===== config.mk =====
export PLATFORM = sky130hd
export DESIGN_NAME = gamepad_drive_command_decoder_unit
export DESIGN_NICKNAME = d
export VERILOG_FILES = /design/src/rtl/core/gdcd_pkg.sv /design/src/rtl/core/gdcd_scale_unit.sv /design/src/rtl/core/gamepad_drive_command_decoder_unit.sv
export SDC_FILE = /design/constraint.sdc
export NUM_CORES = 1
export LEC_CHECK = 0
export BUFFER_PORTS_ARGS = -buffer_cell sky130_fd_sc_hd__buf_4
export CAP_MARGIN = 20
export CORE_MARGIN = 5
export CORE_UTILIZATION = 35
export DETAILED_ROUTE_END_ITERATION = 10
export PLACE_DENSITY = 0.59
export SETUP_SLACK_MARGIN = 0.5
export SYNTH_ARGS = -nofsm -noshare
export SYNTH_HDL_FRONTEND = slang
export SYNTH_HIERARCHICAL = 1
export SYNTH_SLANG_ARGS = --single-unit

===== constraint.sdc =====
create_clock -name clk_i -period 18.2 [get_ports clk_i]
set_input_delay 0.91 -clock clk_i [delete_from_list [all_inputs] [get_ports clk_i]]
set_output_delay 0.91 -clock clk_i [all_outputs]
set_load 0.005 [all_outputs]

===== src/rtl/core/gdcd_pkg.sv =====
`default_nettype none

package gdcd_pkg;

  // arithmetic widths for the speed scaling path
  localparam int unsigned SpeedW  = 8;
  localparam int unsigned DiffW   = SpeedW + 2;  // signed difference of two speeds
  localparam int unsigned ProdW   = DiffW + SpeedW;
  localparam int unsigned WheelW  = 9;

  // configuration register indexes
  localparam logic [2:0] RegBaseSpeed     = 3'd0;
  localparam logic [2:0] RegMinSpeed      = 3'd1;
  localparam logic [2:0] RegMaxSpeed      = 3'd2;
  localparam logic [2:0] RegLiftUpSpeed   = 3'd3;
  localparam logic [2:0] RegLiftDownSpeed = 3'd4;
  localparam logic [2:0] RegResumeDb      = 3'd5;

  localparam logic [7:0] BaseSpeedRst     = 8'd128;
  localparam logic [7:0] MinSpeedRst      = 8'd0;
  localparam logic [7:0] MaxSpeedRst      = 8'd255;
  localparam logic [7:0] LiftUpSpeedRst   = 8'd128;
  localparam logic [7:0] LiftDownSpeedRst = 8'd128;
  localparam logic [6:0] ResumeDbRst      = 7'd20;

  // item kinds
  localparam logic OpReport  = 1'b0;
  localparam logic OpConnect = 1'b1;

  // standby codes
  localparam logic [1:0] StandbyNone  = 2'd0;
  localparam logic [1:0] StandbyEnter = 2'd1;
  localparam logic [1:0] StandbyLeave = 2'd2;

  // lift codes
  localparam logic [1:0] LiftNone = 2'd0;
  localparam logic [1:0] LiftStop = 2'd1;
  localparam logic [1:0] LiftUp   = 2'd2;
  localparam logic [1:0] LiftDown = 2'd3;

  // drive directions
  localparam logic [3:0] DirStop      = 4'd0;
  localparam logic [3:0] DirRight2    = 4'd1;
  localparam logic [3:0] DirLeft2     = 4'd2;
  localparam logic [3:0] DirFwdLeft   = 4'd3;
  localparam logic [3:0] DirFwdRight  = 4'd4;
  localparam logic [3:0] DirTurnLeft  = 4'd5;
  localparam logic [3:0] DirTurnRight = 4'd6;
  localparam logic [3:0] DirBackLeft  = 4'd7;
  localparam logic [3:0] DirBackRight = 4'd8;
  localparam logic [3:0] DirBack      = 4'd9;
  localparam logic [3:0] DirFwd       = 4'd10;
  localparam logic [3:0] DirSpinRight = 4'd11;
  localparam logic [3:0] DirSpinLeft  = 4'd12;

  // stick thresholds
  localparam logic signed [7:0] StickWide   = 8'sd63;
  localparam logic signed [7:0] StickNarrow = 8'sd60;

  // speed cuts per direction group
  localparam logic [5:0] CutSide = 6'd40;
  localparam logic [5:0] CutTurn = 6'd25;
  localparam logic [5:0] CutSpin = 6'd30;

endpackage

`default_nettype wire


===== src/rtl/core/gdcd_scale_unit.sv =====
`default_nettype none

// Shared scaling unit: quot = trunc(diff * factor / 255).
// The first register holds the product, the second the signed quotient.
module gdcd_scale_unit (
  input  wire logic                                  clk_i,
  input  wire logic signed [gdcd_pkg::DiffW-1:0]     diff_i,
  input  wire logic        [gdcd_pkg::SpeedW-1:0]    factor_i,
  output logic signed      [gdcd_pkg::DiffW-1:0]     quot_o
);

  logic signed [gdcd_pkg::ProdW-1:0] prod_q;
  logic signed [gdcd_pkg::ProdW-1:0] prod_d;
  logic        [gdcd_pkg::ProdW-2:0] mag;
  logic        [gdcd_pkg::ProdW-2:0] sum;
  logic        [gdcd_pkg::SpeedW:0]  qmag;
  logic signed [gdcd_pkg::DiffW-1:0] quot_d;
  logic signed [gdcd_pkg::DiffW-1:0] quot_q;

  always_comb begin
    prod_d = $signed({{(gdcd_pkg::ProdW-gdcd_pkg::DiffW){diff_i[gdcd_pkg::DiffW-1]}}, diff_i}) *
             $signed({{(gdcd_pkg::ProdW-gdcd_pkg::SpeedW){1'b0}}, factor_i});
  end

  // |p| / 255 for |p| < 65535 via (x + (x >> 8) + 1) >> 8, then restore sign
  always_comb begin
    mag    = prod_q[gdcd_pkg::ProdW-1] ? (gdcd_pkg::ProdW-1)'(-prod_q)
                                       : prod_q[gdcd_pkg::ProdW-2:0];
    sum    = mag + (mag >> 8) + (gdcd_pkg::ProdW-1)'(1);
    qmag   = sum[gdcd_pkg::ProdW-2:8];
    quot_d = prod_q[gdcd_pkg::ProdW-1] ? -$signed({1'b0, qmag})
                                       : $signed({1'b0, qmag});
  end

  always_ff @(posedge clk_i) begin
    prod_q <= prod_d;
    quot_q <= quot_d;
  end

  assign quot_o = quot_q;

endmodule

`default_nettype wire


===== src/rtl/core/gamepad_drive_command_decoder_unit.sv =====
`default_nettype none

// Gamepad drive command decoder. Each input word is a gamepad report or, with
// tuser set, a controller-connect event; each yields exactly one output word.
// A word is captured on acceptance and then steps through the states in order:
// one shared multiply/divide-by-255 unit is used twice in turn (R2 raise, then
// L2 cut), each time with a multiply, a divide and an accumulate state,
// followed by a finish state for clamp, direction and the emergency-stop latch
// that writes the output register, then a return to idle. The input is ready
// only in idle; a finished word waits in the output register without
// blocking the next input, and a word still held there stalls the finish
// cycle of the next one.
// Configuration writes take effect at once and should only be made when idle.
module gamepad_drive_command_decoder_unit (
  input  wire logic        clk_i,
  input  wire logic        rst_ni,
  // configuration
  input  wire logic        cfg_we_i,
  input  wire logic [2:0]  cfg_addr_i,
  input  wire logic [7:0]  cfg_wdata_i,
  // input words
  input  wire logic        s_axis_tvalid_i,
  output logic             s_axis_tready_o,
  // lsb up: stick_lx, stick_ly, stick_rx, stick_ry, trigger_r2, trigger_l2,
  //         shoulder_r1, shoulder_l1, held_buttons[69:64], zero pad
  input  wire logic [71:0] s_axis_tdata_i,
  // operation
  input  wire logic        s_axis_tuser_i,
  // output words
  output logic             m_axis_tvalid_o,
  input  wire logic        m_axis_tready_i,
  // lsb up: estop_active, standby_action[2:1], drive_valid, direction[7:4],
  //         wheel_speed[16:8], lift_action[18:17], lift_speed[26:19], zero pad
  output logic [31:0]      m_axis_tdata_o
);

  typedef enum logic [2:0] {
    ST_IDLE, ST_UP_MUL, ST_UP_DIV, ST_UP_ACC, ST_DN_MUL, ST_DN_DIV, ST_DN_ACC, ST_FIN
  } state_e;

  // configuration registers
  logic [7:0] base_q, min_q, max_q, lift_up_q, lift_dn_q;
  logic [6:0] db_q;

  always_ff @(posedge clk_i or negedge rst_ni) begin
    if (!rst_ni) begin
      base_q    <= gdcd_pkg::BaseSpeedRst;
      min_q     <= gdcd_pkg::MinSpeedRst;
      max_q     <= gdcd_pkg::MaxSpeedRst;
      lift_up_q <= gdcd_pkg::LiftUpSpeedRst;
      lift_dn_q <= gdcd_pkg::LiftDownSpeedRst;
      db_q      <= gdcd_pkg::ResumeDbRst;
    end else if (cfg_we_i) begin
      case (cfg_addr_i)
        gdcd_pkg::RegBaseSpeed:     base_q    <= cfg_wdata_i;
        gdcd_pkg::RegMinSpeed:      min_q     <= cfg_wdata_i;
        gdcd_pkg::RegMaxSpeed:      max_q     <= cfg_wdata_i;
        gdcd_pkg::RegLiftUpSpeed:   lift_up_q <= cfg_wdata_i;
        gdcd_pkg::RegLiftDownSpeed: lift_dn_q <= cfg_wdata_i;
        gdcd_pkg::RegResumeDb:      db_q      <= cfg_wdata_i[6:0];
        default: ;
      endcase
    end
  end

  function automatic logic [7:0] mag8(input logic signed [7:0] v);
    mag8 = v[7] ? 8'(-v) : v;
  endfunction

  function automatic logic [3:0] pick_dir(input logic signed [7:0] lx,
                                          input logic signed [7:0] ly,
                                          input logic signed [7:0] rx,
                                          input logic signed [7:0] ry,
                                          input logic [5:0]        btn);
    logic signed [7:0] w;
    logic signed [7:0] n;
    logic ry_mid, lx_mid, ly_mid;
    w = gdcd_pkg::StickWide;
    n = gdcd_pkg::StickNarrow;
    ry_mid = (ry > -w) && (ry < w);
    lx_mid = (lx > -w) && (lx < w);
    ly_mid = (ly > -w) && (ly < w);
    if      (ry_mid && rx < -n)   pick_dir = gdcd_pkg::DirRight2;
    else if (ry_mid && rx > n)    pick_dir = gdcd_pkg::DirLeft2;
    else if (lx < -w && ly < -w)  pick_dir = gdcd_pkg::DirFwdLeft;
    else if (lx > w && ly < -w)   pick_dir = gdcd_pkg::DirFwdRight;
    else if (rx < -w && ry < -w)  pick_dir = gdcd_pkg::DirTurnLeft;
    else if (rx > w && ry < -w)   pick_dir = gdcd_pkg::DirTurnRight;
    else if (ly > w && lx < -w)   pick_dir = gdcd_pkg::DirBackLeft;
    else if (ly > w && lx > w)    pick_dir = gdcd_pkg::DirBackRight;
    else if (lx_mid && ly > n)    pick_dir = gdcd_pkg::DirBack;
    else if (lx_mid && ly < -n)   pick_dir = gdcd_pkg::DirFwd;
    else if (ly_mid && lx < -n)   pick_dir = gdcd_pkg::DirSpinRight;
    else if (ly_mid && lx > n)    pick_dir = gdcd_pkg::DirSpinLeft;
    else if (btn[2])              pick_dir = gdcd_pkg::DirFwd;
    else if (btn[3])              pick_dir = gdcd_pkg::DirBack;
    else if (btn[4])              pick_dir = gdcd_pkg::DirSpinLeft;
    else if (btn[5])              pick_dir = gdcd_pkg::DirSpinRight;
    else                          pick_dir = gdcd_pkg::DirStop;
  endfunction

  state_e state_q;
  logic   estop_q;
  logic   out_valid_q;

  // captured input word
  logic              op_q;
  logic signed [7:0] lx_q, ly_q, rx_q, ry_q;
  logic [7:0]        r2_q, l2_q, r1_q, l1_q;
  logic [5:0]        btn_q;

  // running speed
  logic signed [gdcd_pkg::DiffW-1:0] spd_q;

  // output word fields
  logic                             o_estop_q;
  logic [1:0]                       o_standby_q;
  logic                             o_dvalid_q;
  logic [3:0]                       o_dir_q;
  logic signed [gdcd_pkg::WheelW-1:0] o_wspd_q;
  logic [1:0]                       o_lact_q;
  logic [7:0]                       o_lspd_q;

  logic signed [gdcd_pkg::DiffW-1:0] unit_diff;
  logic        [7:0]                 unit_factor;
  logic signed [gdcd_pkg::DiffW-1:0] unit_quot;

  gdcd_scale_unit u_scale (
    .clk_i    (clk_i),
    .diff_i   (unit_diff),
    .factor_i (unit_factor),
    .quot_o   (unit_quot)
  );

  logic signed [gdcd_pkg::DiffW-1:0] mn_s, mx_s;
  assign mn_s = $signed({2'b00, min_q});
  assign mx_s = $signed({2'b00, max_q});

  always_comb begin
    if (state_q == ST_DN_MUL) begin
      unit_diff   = spd_q - mn_s;
      unit_factor = l2_q;
    end else begin
      unit_diff   = mx_s - spd_q;
      unit_factor = r2_q;
    end
  end

  // final-cycle decode
  logic                             resume;
  logic signed [gdcd_pkg::DiffW-1:0] clamped;
  logic [3:0]                       dir;
  logic [5:0]                       cut;
  logic signed [gdcd_pkg::DiffW-1:0] wheel;
  logic                             fin_estop;
  logic [1:0]                       fin_standby;
  logic                             fin_dvalid;
  logic [3:0]                       fin_dir;
  logic signed [gdcd_pkg::WheelW-1:0] fin_wspd;
  logic [1:0]                       fin_lact;
  logic [7:0]                       fin_lspd;
  logic                             out_free;

  always_comb begin
    resume = (mag8(lx_q) > {1'b0, db_q}) || (mag8(ly_q) > {1'b0, db_q}) ||
             (mag8(rx_q) > {1'b0, db_q}) || (mag8(ry_q) > {1'b0, db_q});
    // min is tested first, so min above max yields max unless below min
    if (spd_q < mn_s)      clamped = mn_s;
    else if (spd_q > mx_s) clamped = mx_s;
    else                   clamped = spd_q;
    dir = pick_dir(lx_q, ly_q, rx_q, ry_q, btn_q);
    case (dir)
      gdcd_pkg::DirRight2, gdcd_pkg::DirLeft2:        cut = gdcd_pkg::CutSide;
      gdcd_pkg::DirTurnLeft, gdcd_pkg::DirTurnRight:  cut = gdcd_pkg::CutTurn;
      gdcd_pkg::DirSpinRight, gdcd_pkg::DirSpinLeft:  cut = gdcd_pkg::CutSpin;
      default:                                        cut = 6'd0;
    endcase
    wheel = clamped - $signed({4'b0000, cut});

    fin_estop   = estop_q;
    fin_standby = gdcd_pkg::StandbyNone;
    fin_dvalid  = 1'b0;
    fin_dir     = gdcd_pkg::DirStop;
    fin_wspd    = '0;
    fin_lact    = gdcd_pkg::LiftNone;
    fin_lspd    = '0;
    if (op_q == gdcd_pkg::OpConnect) begin
      fin_estop   = 1'b0;
      fin_standby = gdcd_pkg::StandbyLeave;
    end else if (btn_q[1:0] == 2'b11) begin
      if (!estop_q) begin
        fin_estop   = 1'b1;
        fin_standby = gdcd_pkg::StandbyEnter;
        fin_lact    = gdcd_pkg::LiftStop;
      end
    end else if (estop_q) begin
      if (resume) begin
        fin_estop   = 1'b0;
        fin_standby = gdcd_pkg::StandbyLeave;
      end
    end else begin
      fin_dvalid = 1'b1;
      fin_dir    = dir;
      fin_wspd   = wheel[gdcd_pkg::WheelW-1:0];
      if (r1_q != 8'd0) begin
        fin_lact = gdcd_pkg::LiftUp;
        fin_lspd = lift_up_q;
      end else if (l1_q != 8'd0) begin
        fin_lact = gdcd_pkg::LiftDown;
        fin_lspd = lift_dn_q;
      end else begin
        fin_lact = gdcd_pkg::LiftStop;
      end
    end
  end

  assign out_free = !out_valid_q || m_axis_tready_i;

  always_ff @(posedge clk_i or negedge rst_ni) begin
    if (!rst_ni) begin
      state_q     <= ST_IDLE;
      estop_q     <= 1'b0;
      out_valid_q <= 1'b0;
      op_q        <= 1'b0;
      lx_q        <= '0;
      ly_q        <= '0;
      rx_q        <= '0;
      ry_q        <= '0;
      r2_q        <= '0;
      l2_q        <= '0;
      r1_q        <= '0;
      l1_q        <= '0;
      btn_q       <= '0;
      spd_q       <= '0;
      o_estop_q   <= 1'b0;
      o_standby_q <= gdcd_pkg::StandbyNone;
      o_dvalid_q  <= 1'b0;
      o_dir_q     <= gdcd_pkg::DirStop;
      o_wspd_q    <= '0;
      o_lact_q    <= gdcd_pkg::LiftNone;
      o_lspd_q    <= '0;
    end else begin
      // the finish cycle refills the output register itself
      if (out_valid_q && m_axis_tready_i && state_q != ST_FIN) begin
        out_valid_q <= 1'b0;
      end
      case (state_q)
        ST_IDLE: begin
          if (s_axis_tvalid_i) begin
            op_q    <= s_axis_tuser_i;
            lx_q    <= s_axis_tdata_i[7:0];
            ly_q    <= s_axis_tdata_i[15:8];
            rx_q    <= s_axis_tdata_i[23:16];
            ry_q    <= s_axis_tdata_i[31:24];
            r2_q    <= s_axis_tdata_i[39:32];
            l2_q    <= s_axis_tdata_i[47:40];
            r1_q    <= s_axis_tdata_i[55:48];
            l1_q    <= s_axis_tdata_i[63:56];
            btn_q   <= s_axis_tdata_i[69:64];
            spd_q   <= $signed({2'b00, base_q});
            state_q <= ST_UP_MUL;
          end
        end
        ST_UP_MUL: state_q <= ST_UP_DIV;
        ST_UP_DIV: state_q <= ST_UP_ACC;
        ST_UP_ACC: begin
          spd_q   <= spd_q + unit_quot;
          state_q <= ST_DN_MUL;
        end
        ST_DN_MUL: state_q <= ST_DN_DIV;
        ST_DN_DIV: state_q <= ST_DN_ACC;
        ST_DN_ACC: begin
          spd_q   <= spd_q - unit_quot;
          state_q <= ST_FIN;
        end
        ST_FIN: begin
          if (out_free) begin
            estop_q     <= fin_estop;
            out_valid_q <= 1'b1;
            o_estop_q   <= fin_estop;
            o_standby_q <= fin_standby;
            o_dvalid_q  <= fin_dvalid;
            o_dir_q     <= fin_dir;
            o_wspd_q    <= fin_wspd;
            o_lact_q    <= fin_lact;
            o_lspd_q    <= fin_lspd;
            state_q     <= ST_IDLE;
          end
        end
        default: state_q <= ST_IDLE;
      endcase
    end
  end

  assign s_axis_tready_o = (state_q == ST_IDLE);
  assign m_axis_tvalid_o = out_valid_q;
  assign m_axis_tdata_o  = {5'b00000, o_lspd_q, o_lact_q, o_wspd_q, o_dir_q,
                            o_dvalid_q, o_standby_q, o_estop_q};

  // latch moves only when a word is finished
  assert property (@(posedge clk_i) disable iff (!rst_ni)
    (estop_q != $past(estop_q)) |-> ($past(state_q) == ST_FIN))
    else $error("estop latch changed outside finish cycle");

  // drive is never issued while stopped
  assert property (@(posedge clk_i) disable iff (!rst_ni)
    (out_valid_q && o_dvalid_q) |-> !o_estop_q)
    else $error("drive issued with estop active");

  // lift speed only with up or down
  assert property (@(posedge clk_i) disable iff (!rst_ni)
    (out_valid_q && o_lspd_q != 8'd0) |->
      (o_lact_q == gdcd_pkg::LiftUp || o_lact_q == gdcd_pkg::LiftDown))
    else $error("lift speed without lift move");

  // wheel speed stays in its range after the cut
  assert property (@(posedge clk_i) disable iff (!rst_ni)
    (out_valid_q && o_dvalid_q) |-> (o_wspd_q >= -9'sd40))
    else $error("wheel speed out of range");

endmodule

`default_nettype wire


## Word level (Yosys, flattened, before mapping)

Index checks and enable logic that the tools add are counted.
Widths: inputs -> output; s select.

- Output and inout port bits: 34
- Bits in registers: 187
- Input port bits: 89
- Logic and storage cells: 193

- $add $sub $neg: 13
- Reduce and logical (&&, ||, !) cells: 40
- Order comparisons: 25
- Multipliers: 1
- Muxes and demuxes: 63
- Equal/unequal tests: 22

Operators with widths:

| kind | count |
|---|---|
| $lt 8x7->1 const B | 10 |
| $mux 8 | 10 |
| $mux 4 | 19 |
| $gt 8x7->1 const B | 9 |
| $mux 9 | 6 |
| $gt 8x7->1 | 4 |
| $neg 8->8 | 4 |
| $pmux 10 s3 | 1 |
| $pmux 3 s8 | 1 |
| $mux 10 | 2 |
| $reduce_and 2->1 | 10 |
| $eq 3x3->1 const B | 6 |
| $mul 10x9->18 | 1 |
| $mux 2 | 9 |
| $pmux 6 s3 | 1 |
| $add 17x1->17 const B | 1 |
| $add 17x9->17 | 1 |
| $logic_and 1x1->1 | 17 |
| $mux 17 | 1 |
| $neg 17->17 | 1 |
| $reduce_bool 8->1 | 2 |
| $eq 3x2->1 const B | 4 |
| $mux 1 | 11 |
| $add 10x10->10 | 1 |
| other kinds (21) | 32 |

## Depth between registers and ports, before layout

- Depth in word-level cells: 23
- Depth in mapped cells: 27
- Depth with buffers taken out: 27

## By module

The synthesis kept the hierarchy.

By module, submodules not included:

| module | instances | sequential area each (um^2) | cells each | area an instance (um^2) |
|---|---|---|---|---|
| gamepad_drive_command_decoder_unit | 1 | 3995.1 | 992 | 9968.3 |
| gdcd_scale_unit | 1 | 560.5 | 517 | 4520.6 |

## Worst setup path after synthesis

No wires, ideal clock.

- Kind: register to register
- Start point: register spd_q[1] (netlist name)
- End point: register u_scale/prod_q[17] (netlist name)
- Buffers on the path: 0
- Setup slack: 12.327 ns
- Clock period less this slack: 5.873 ns
- Arrival time: 5.801 ns
- Stages on the path, launching flop included: 26
- Data required time: 18.128 ns
- Setup time: 0.072 ns
- Cell sequence: dfrtp_1 > ha_1 > nor2b_1 > o21ai_0 > a21boi_0 > o31ai_1 > a21oi_1 > nor4_1 > a31oi_1 > xnor2_1 > and2_1 > fa_1 > inv_1 > fa_1 > inv_1 > fa_1 > inv_1 > fa_1 > inv_1 > ha_1 > and3_1 > o311a_1 > nor3_1 > o31ai_1 > a21oi_1 > xnor2_1

- Word-level cells in the longest chain between the ends: 3
- Elaborated cells between the ends (all ways): 4
- Those cells by class: 2 x add/sub; 1 x mul; 1 x mux

RTL lines:

| what | line | RTL |
|---|---|---|
| start, declared | gamepad_drive_command_decoder_unit.sv:113 | `logic signed [gdcd_pkg::DiffW-1:0] spd_q;` |
| start signal, assigned | gamepad_drive_command_decoder_unit.sv:260 | `spd_q <= $signed({2'b00, base_q});` |
| start signal, assigned | gamepad_drive_command_decoder_unit.sv:267 | `spd_q <= spd_q + unit_quot;` |
| start signal, assigned | gamepad_drive_command_decoder_unit.sv:273 | `spd_q <= spd_q - unit_quot;` |
| $sub 9x10->10 / $sub 10x9->10 (equally long branches) | gamepad_drive_command_decoder_unit.sv:144, gamepad_drive_command_decoder_unit.sv:141 |  |
| $mux 10 * | gamepad_drive_command_decoder_unit.sv:140 | `if (state_q == ST_DN_MUL) begin` |
| net unit_diff (one bit) | gamepad_drive_command_decoder_unit.sv:124 | `logic signed [gdcd_pkg::DiffW-1:0] unit_diff;` |
| $mul 10x9->18 * | gdcd_scale_unit.sv:21 | `prod_d = $signed({{(gdcd_pkg::ProdW-gdcd_pkg::DiffW){diff_i[gdcd_pkg::DiffW-1]}}, diff_i}) *` |
| net u_scale.prod_d (one bit) | gdcd_scale_unit.sv:13 | `logic signed [gdcd_pkg::ProdW-1:0] prod_d;` |
| end signal, assigned | gdcd_scale_unit.sv:36 | `prod_q <= prod_d;` |
| end, declared | gdcd_scale_unit.sv:12 | `logic signed [gdcd_pkg::ProdW-1:0] prod_q;` |

Mark *: on every way through the listed nets, which the timed path passes. The rest lies on a longest branch.
A chain may end at the register's enable or synchronous reset.

## Worst setup path in the final report

Ends and elaborated chain as after synthesis.

==> flow_metrics.tcl <==
set metrics [dict create \
    fmax_ghz 0.143 \
    path_delay_family "adder cells" \
    synth-xor-area-share 0.0561 \
    rr_worst_depth 24 \
    slew_viol_final 0 \
    worstSetupPathDepth 24 \
    cpMostUsedCell "fa_1" \
    cts-root-buf "clkbuf_16" \
    clk_path_buf_depth 2 \
    grt_usage 0.157 \
    synth_top_cell_area_share 0.252 \
    setup_viol 0 \
    syn_area_mm2 0.0145 \
    cp_max_fo 8 \
    synth-edff-count 0 \
    ys_dominant_reg_cell "dfrtp_1" \
    worst_ep_arrival_time_ps 7340 \
    yosysWarnings 6 \
    antenna_found_initial 0 \
    yosysTopAreaCell "dfrtp_1" \
    rows 74 \
    fin_crit_ps 6980 \
    rsz0062_at_grt "no" \
    critPathBufInv 3 \
    area_growth_pct 14.2 \
    post-place-ws_ps 11270 \
    synth_top_family_by_area "adder cells" \
    finClkSkew_ps 17.5 \
    fin_ws_ps 11220 \
    die_h_um 213 \
    place_hpwl_um 27600 \
    hold_class "reg2reg" \
    cts_buffers 17 \
    drive_gt1_frac 0.200 \
    clk_pin_slew_ps 80 \
    drc 0 \
    cp_cell_sequence "ha_1, nor2b_1, o21ai_0, a21boi_0, o31ai_1, a21oi_1, nor4_1, a31oi_1, xnor2_1, nand2_1, fa_1, inv_1, fa_1, fa_1, inv_1, fa_1, inv_1, ha_1, or2_2, o311a_1, nor3_1, o31ai_1, a21oi_1, xnor2_1" \
    ff_latch_area_mm2 0.00456 \
    yosysUniqueCellTypes 80 \
    post_drt_wl_per_cell_um 16.3 \
    synth_mux_area_frac 0.0981 \
    yosysSeqAreaShare 0.314 \
    die_area_mm2 0.0456 \
    synthAdderAreaFrac 0.197 \
    max_cap_viol_count 0 \
    slowest_stage "xnor2_1" \
    clkSinkCount 187 \
    antenna_cells 0 \
    hold-path-cell-count 2 \
    netlist_top_cells_area "dfrtp_1, ha_1, fa_1, mux2_2, inv_1" \
    drtIter0Drc 624 \
    wl_um 35000 \
    worstPathRequired_ps 18560 \
    initial_core_util 0.354 \
    ant_nets 0 \
    path_class "reg2reg" \
    dr.pass1.iters 5 \
    slew_headroom 0.356 \
    grt_overflow_total 0 \
    hold_violations 0 \
    synth-async-reset-ratio 0.850 \
    drt-vias-per-instance 5.11 \
    synth_compound_area_frac 0.130 \
    status "complete, no violations" \
    place_congestion 0.888 \
    first_global_vias 11100 \
    filler_cell_count 4078 \
    insertion_delay_ps 460 \
    nets 1882 \
    worst_slew_pin_slew_ps 959 \
    die_x_um 213 \
    post_cts_buffers 0 \
    cts_tree "built" \
    num_io_pins 123 \
    multiInputGateArea_mm2 0.00908 \
    coreArea_mm2 0.0409 \
    hold_buffers 0 \
    end_kind "register" \
    grt_pass1_wl_um 57300 \
    vias 11000 \
    avgSynthCellArea_um2 9.60 \
    cts.repair.resized 0 \
    ys_ff_latch 187 \
    grt_max_degree 83 \
    htree_levels 4 \
    worst_setup_path_start_kind "register" \
    fin_tns_setup_ps 0 \
    port_buffers 115 \
    yosys.area_share.simple 0.142 \
    cpPeakStageDelay_ps 790 \
    period_share 0.383 \
    netlist_instances 1509 \
]
worst reg2reg max path, cell delays in order (launching register included):
cell	delay, ps
dfrtp_1	560
ha_1	310
nor2b_1	120
o21ai_0	210
a21boi_0	180
o31ai_1	380
a21oi_1	110
nor4_1	190
a31oi_1	110
xnor2_1	790
nand2_1	240
fa_1	590
inv_1	50
fa_1	460
fa_1	490
inv_1	50
fa_1	530
inv_1	40
ha_1	320
or2_2	300
o311a_1	150
nor3_1	270
o31ai_1	120
a21oi_1	180
xnor2_1	150
flip-flops by register name, summed over array words and instances (netlist names), 9 cells and up:
| signal | cells |
|---|---|
| o_wspd_q | 9 |
| spd_q | 10 |
| u_scale/prod_q | 18 |
| u_scale/quot_o | 10 |
layout make-up:
class                      instances  share of cell area
multi-input combinational       1099               0.549
sequential                       187               0.275
timing repair buffer             129              0.0612
tap                              532              0.0402
inverter                         172              0.0390
clock buffer                      17              0.0257
clock inverter                    15             0.00968
stage by stage:
stage	hold slack, ps	cell area, um^2	instances	util
4_1_cts	486	16500	2148	0.403
2_1_floorplan	448	14500	1513	-
3_3_place_gp	464	15900	2114	0.388
3_5_place_dp	466	15900	2116	0.388
6_report	481	16500	2151	0.404
5_1_grt	517	16500	2151	0.404
routing by layer:
| layer | vias to the layer above | part of all wire | GRT usage |
|---|---|---|---|
| li1 | 5390 | - | - |
| met1 | 5369 | 0.46 | 0.208 |
| met2 | 195 | 0.48 | 0.264 |
| met3 | 37 | 0.043 | 0.0279 |
| met4 | 0 | 0.020 | 0.0445 |
| met5 | - | 0 | 0 |
cells by family (layout without fill, tap and decap cells):
logic type | after synthesis | in the layout
other cells | 1 | 5
buf+inv | 227 | 333
compound gates | 289 | 289
mux | 127 | 127
simple gates | 399 | 399
xor+xnor | 92 | 92
fa+ha+maj | 187 | 187
flops | 187 | 187
final timing paths:
kind,from,to,slack [ps]
worst min register to register,o_dvalid_q$_DFFE_PN0P_,o_dvalid_q$_DFFE_PN0P_,480
max in group asynchronous,rst_ni,max_q[6]$_DFFE_PN1P_,16570
worst min-delay path,o_dvalid_q$_DFFE_PN0P_,o_dvalid_q$_DFFE_PN0P_,480
worst max-delay path,spd_q[1]$_DFFE_PN0P_,u_scale/prod_q[17]$_DFF_P_,11220
min in group asynchronous,rst_ni,lx_q[1]$_DFFE_PN0P_,510
worst max register to register,spd_q[1]$_DFFE_PN0P_,u_scale/prod_q[17]$_DFF_P_,11220
synthesized netlist by cell type (6+ instances only):
cell        n
or2_2       8
nor4_1     16
or3_1       8
mux2i_1     7
nand3_1    20
a21o_1      9
nor2b_1    18
nor3_1     20
a31oi_1     8
o41ai_1     8
buf_4       9
ha_1      119
dfstp_2    13
fa_1       68
dfxtp_1    28
inv_1     171
nor2_1     50
clkbuf_1   39
o22ai_1     7
a211oi_1   10
nand4_1    12
xnor2_1    72
a21oi_1    70
o21ai_0    80
o211ai_1    6
a22oi_1     9
nand2_1   138
o21a_1     13
o31ai_1    20
nand2b_1   21
mux2_2    120
and2_1     51
dfrtp_1   146
xor2_1     19
placed cells by master (no fill, tap or decap), types with 6 or more instances in the layout:
master and count:
o21a_1 13, dfstp_2 13, or2_2 8, a31oi_1 8
a211oi_1 10, nand2b_1 21, a22oi_1 9, fa_1 68
mux2i_1 7, o31ai_1 20, nand2_1 137, o22ai_1 7
ha_1 119, nor2_1 50, dfrtp_1 146, nor3_1 20
or3_1 8, nand4_1 12, nand3_1 20, buf_4 125
nor4_1 16, and2_1 51, inv_1 171, dfxtp_1 28
mux2_2 120, xor2_1 19, clkbuf_16 17, o211ai_1 6
nor2b_1 18, a21o_1 9, xnor2_1 72, o41ai_1 7
o21ai_0 80, a21oi_1 70
Power is not shown: default switching activity piles up to over one toggle a cycle in this logic, so the estimate is an artifact.
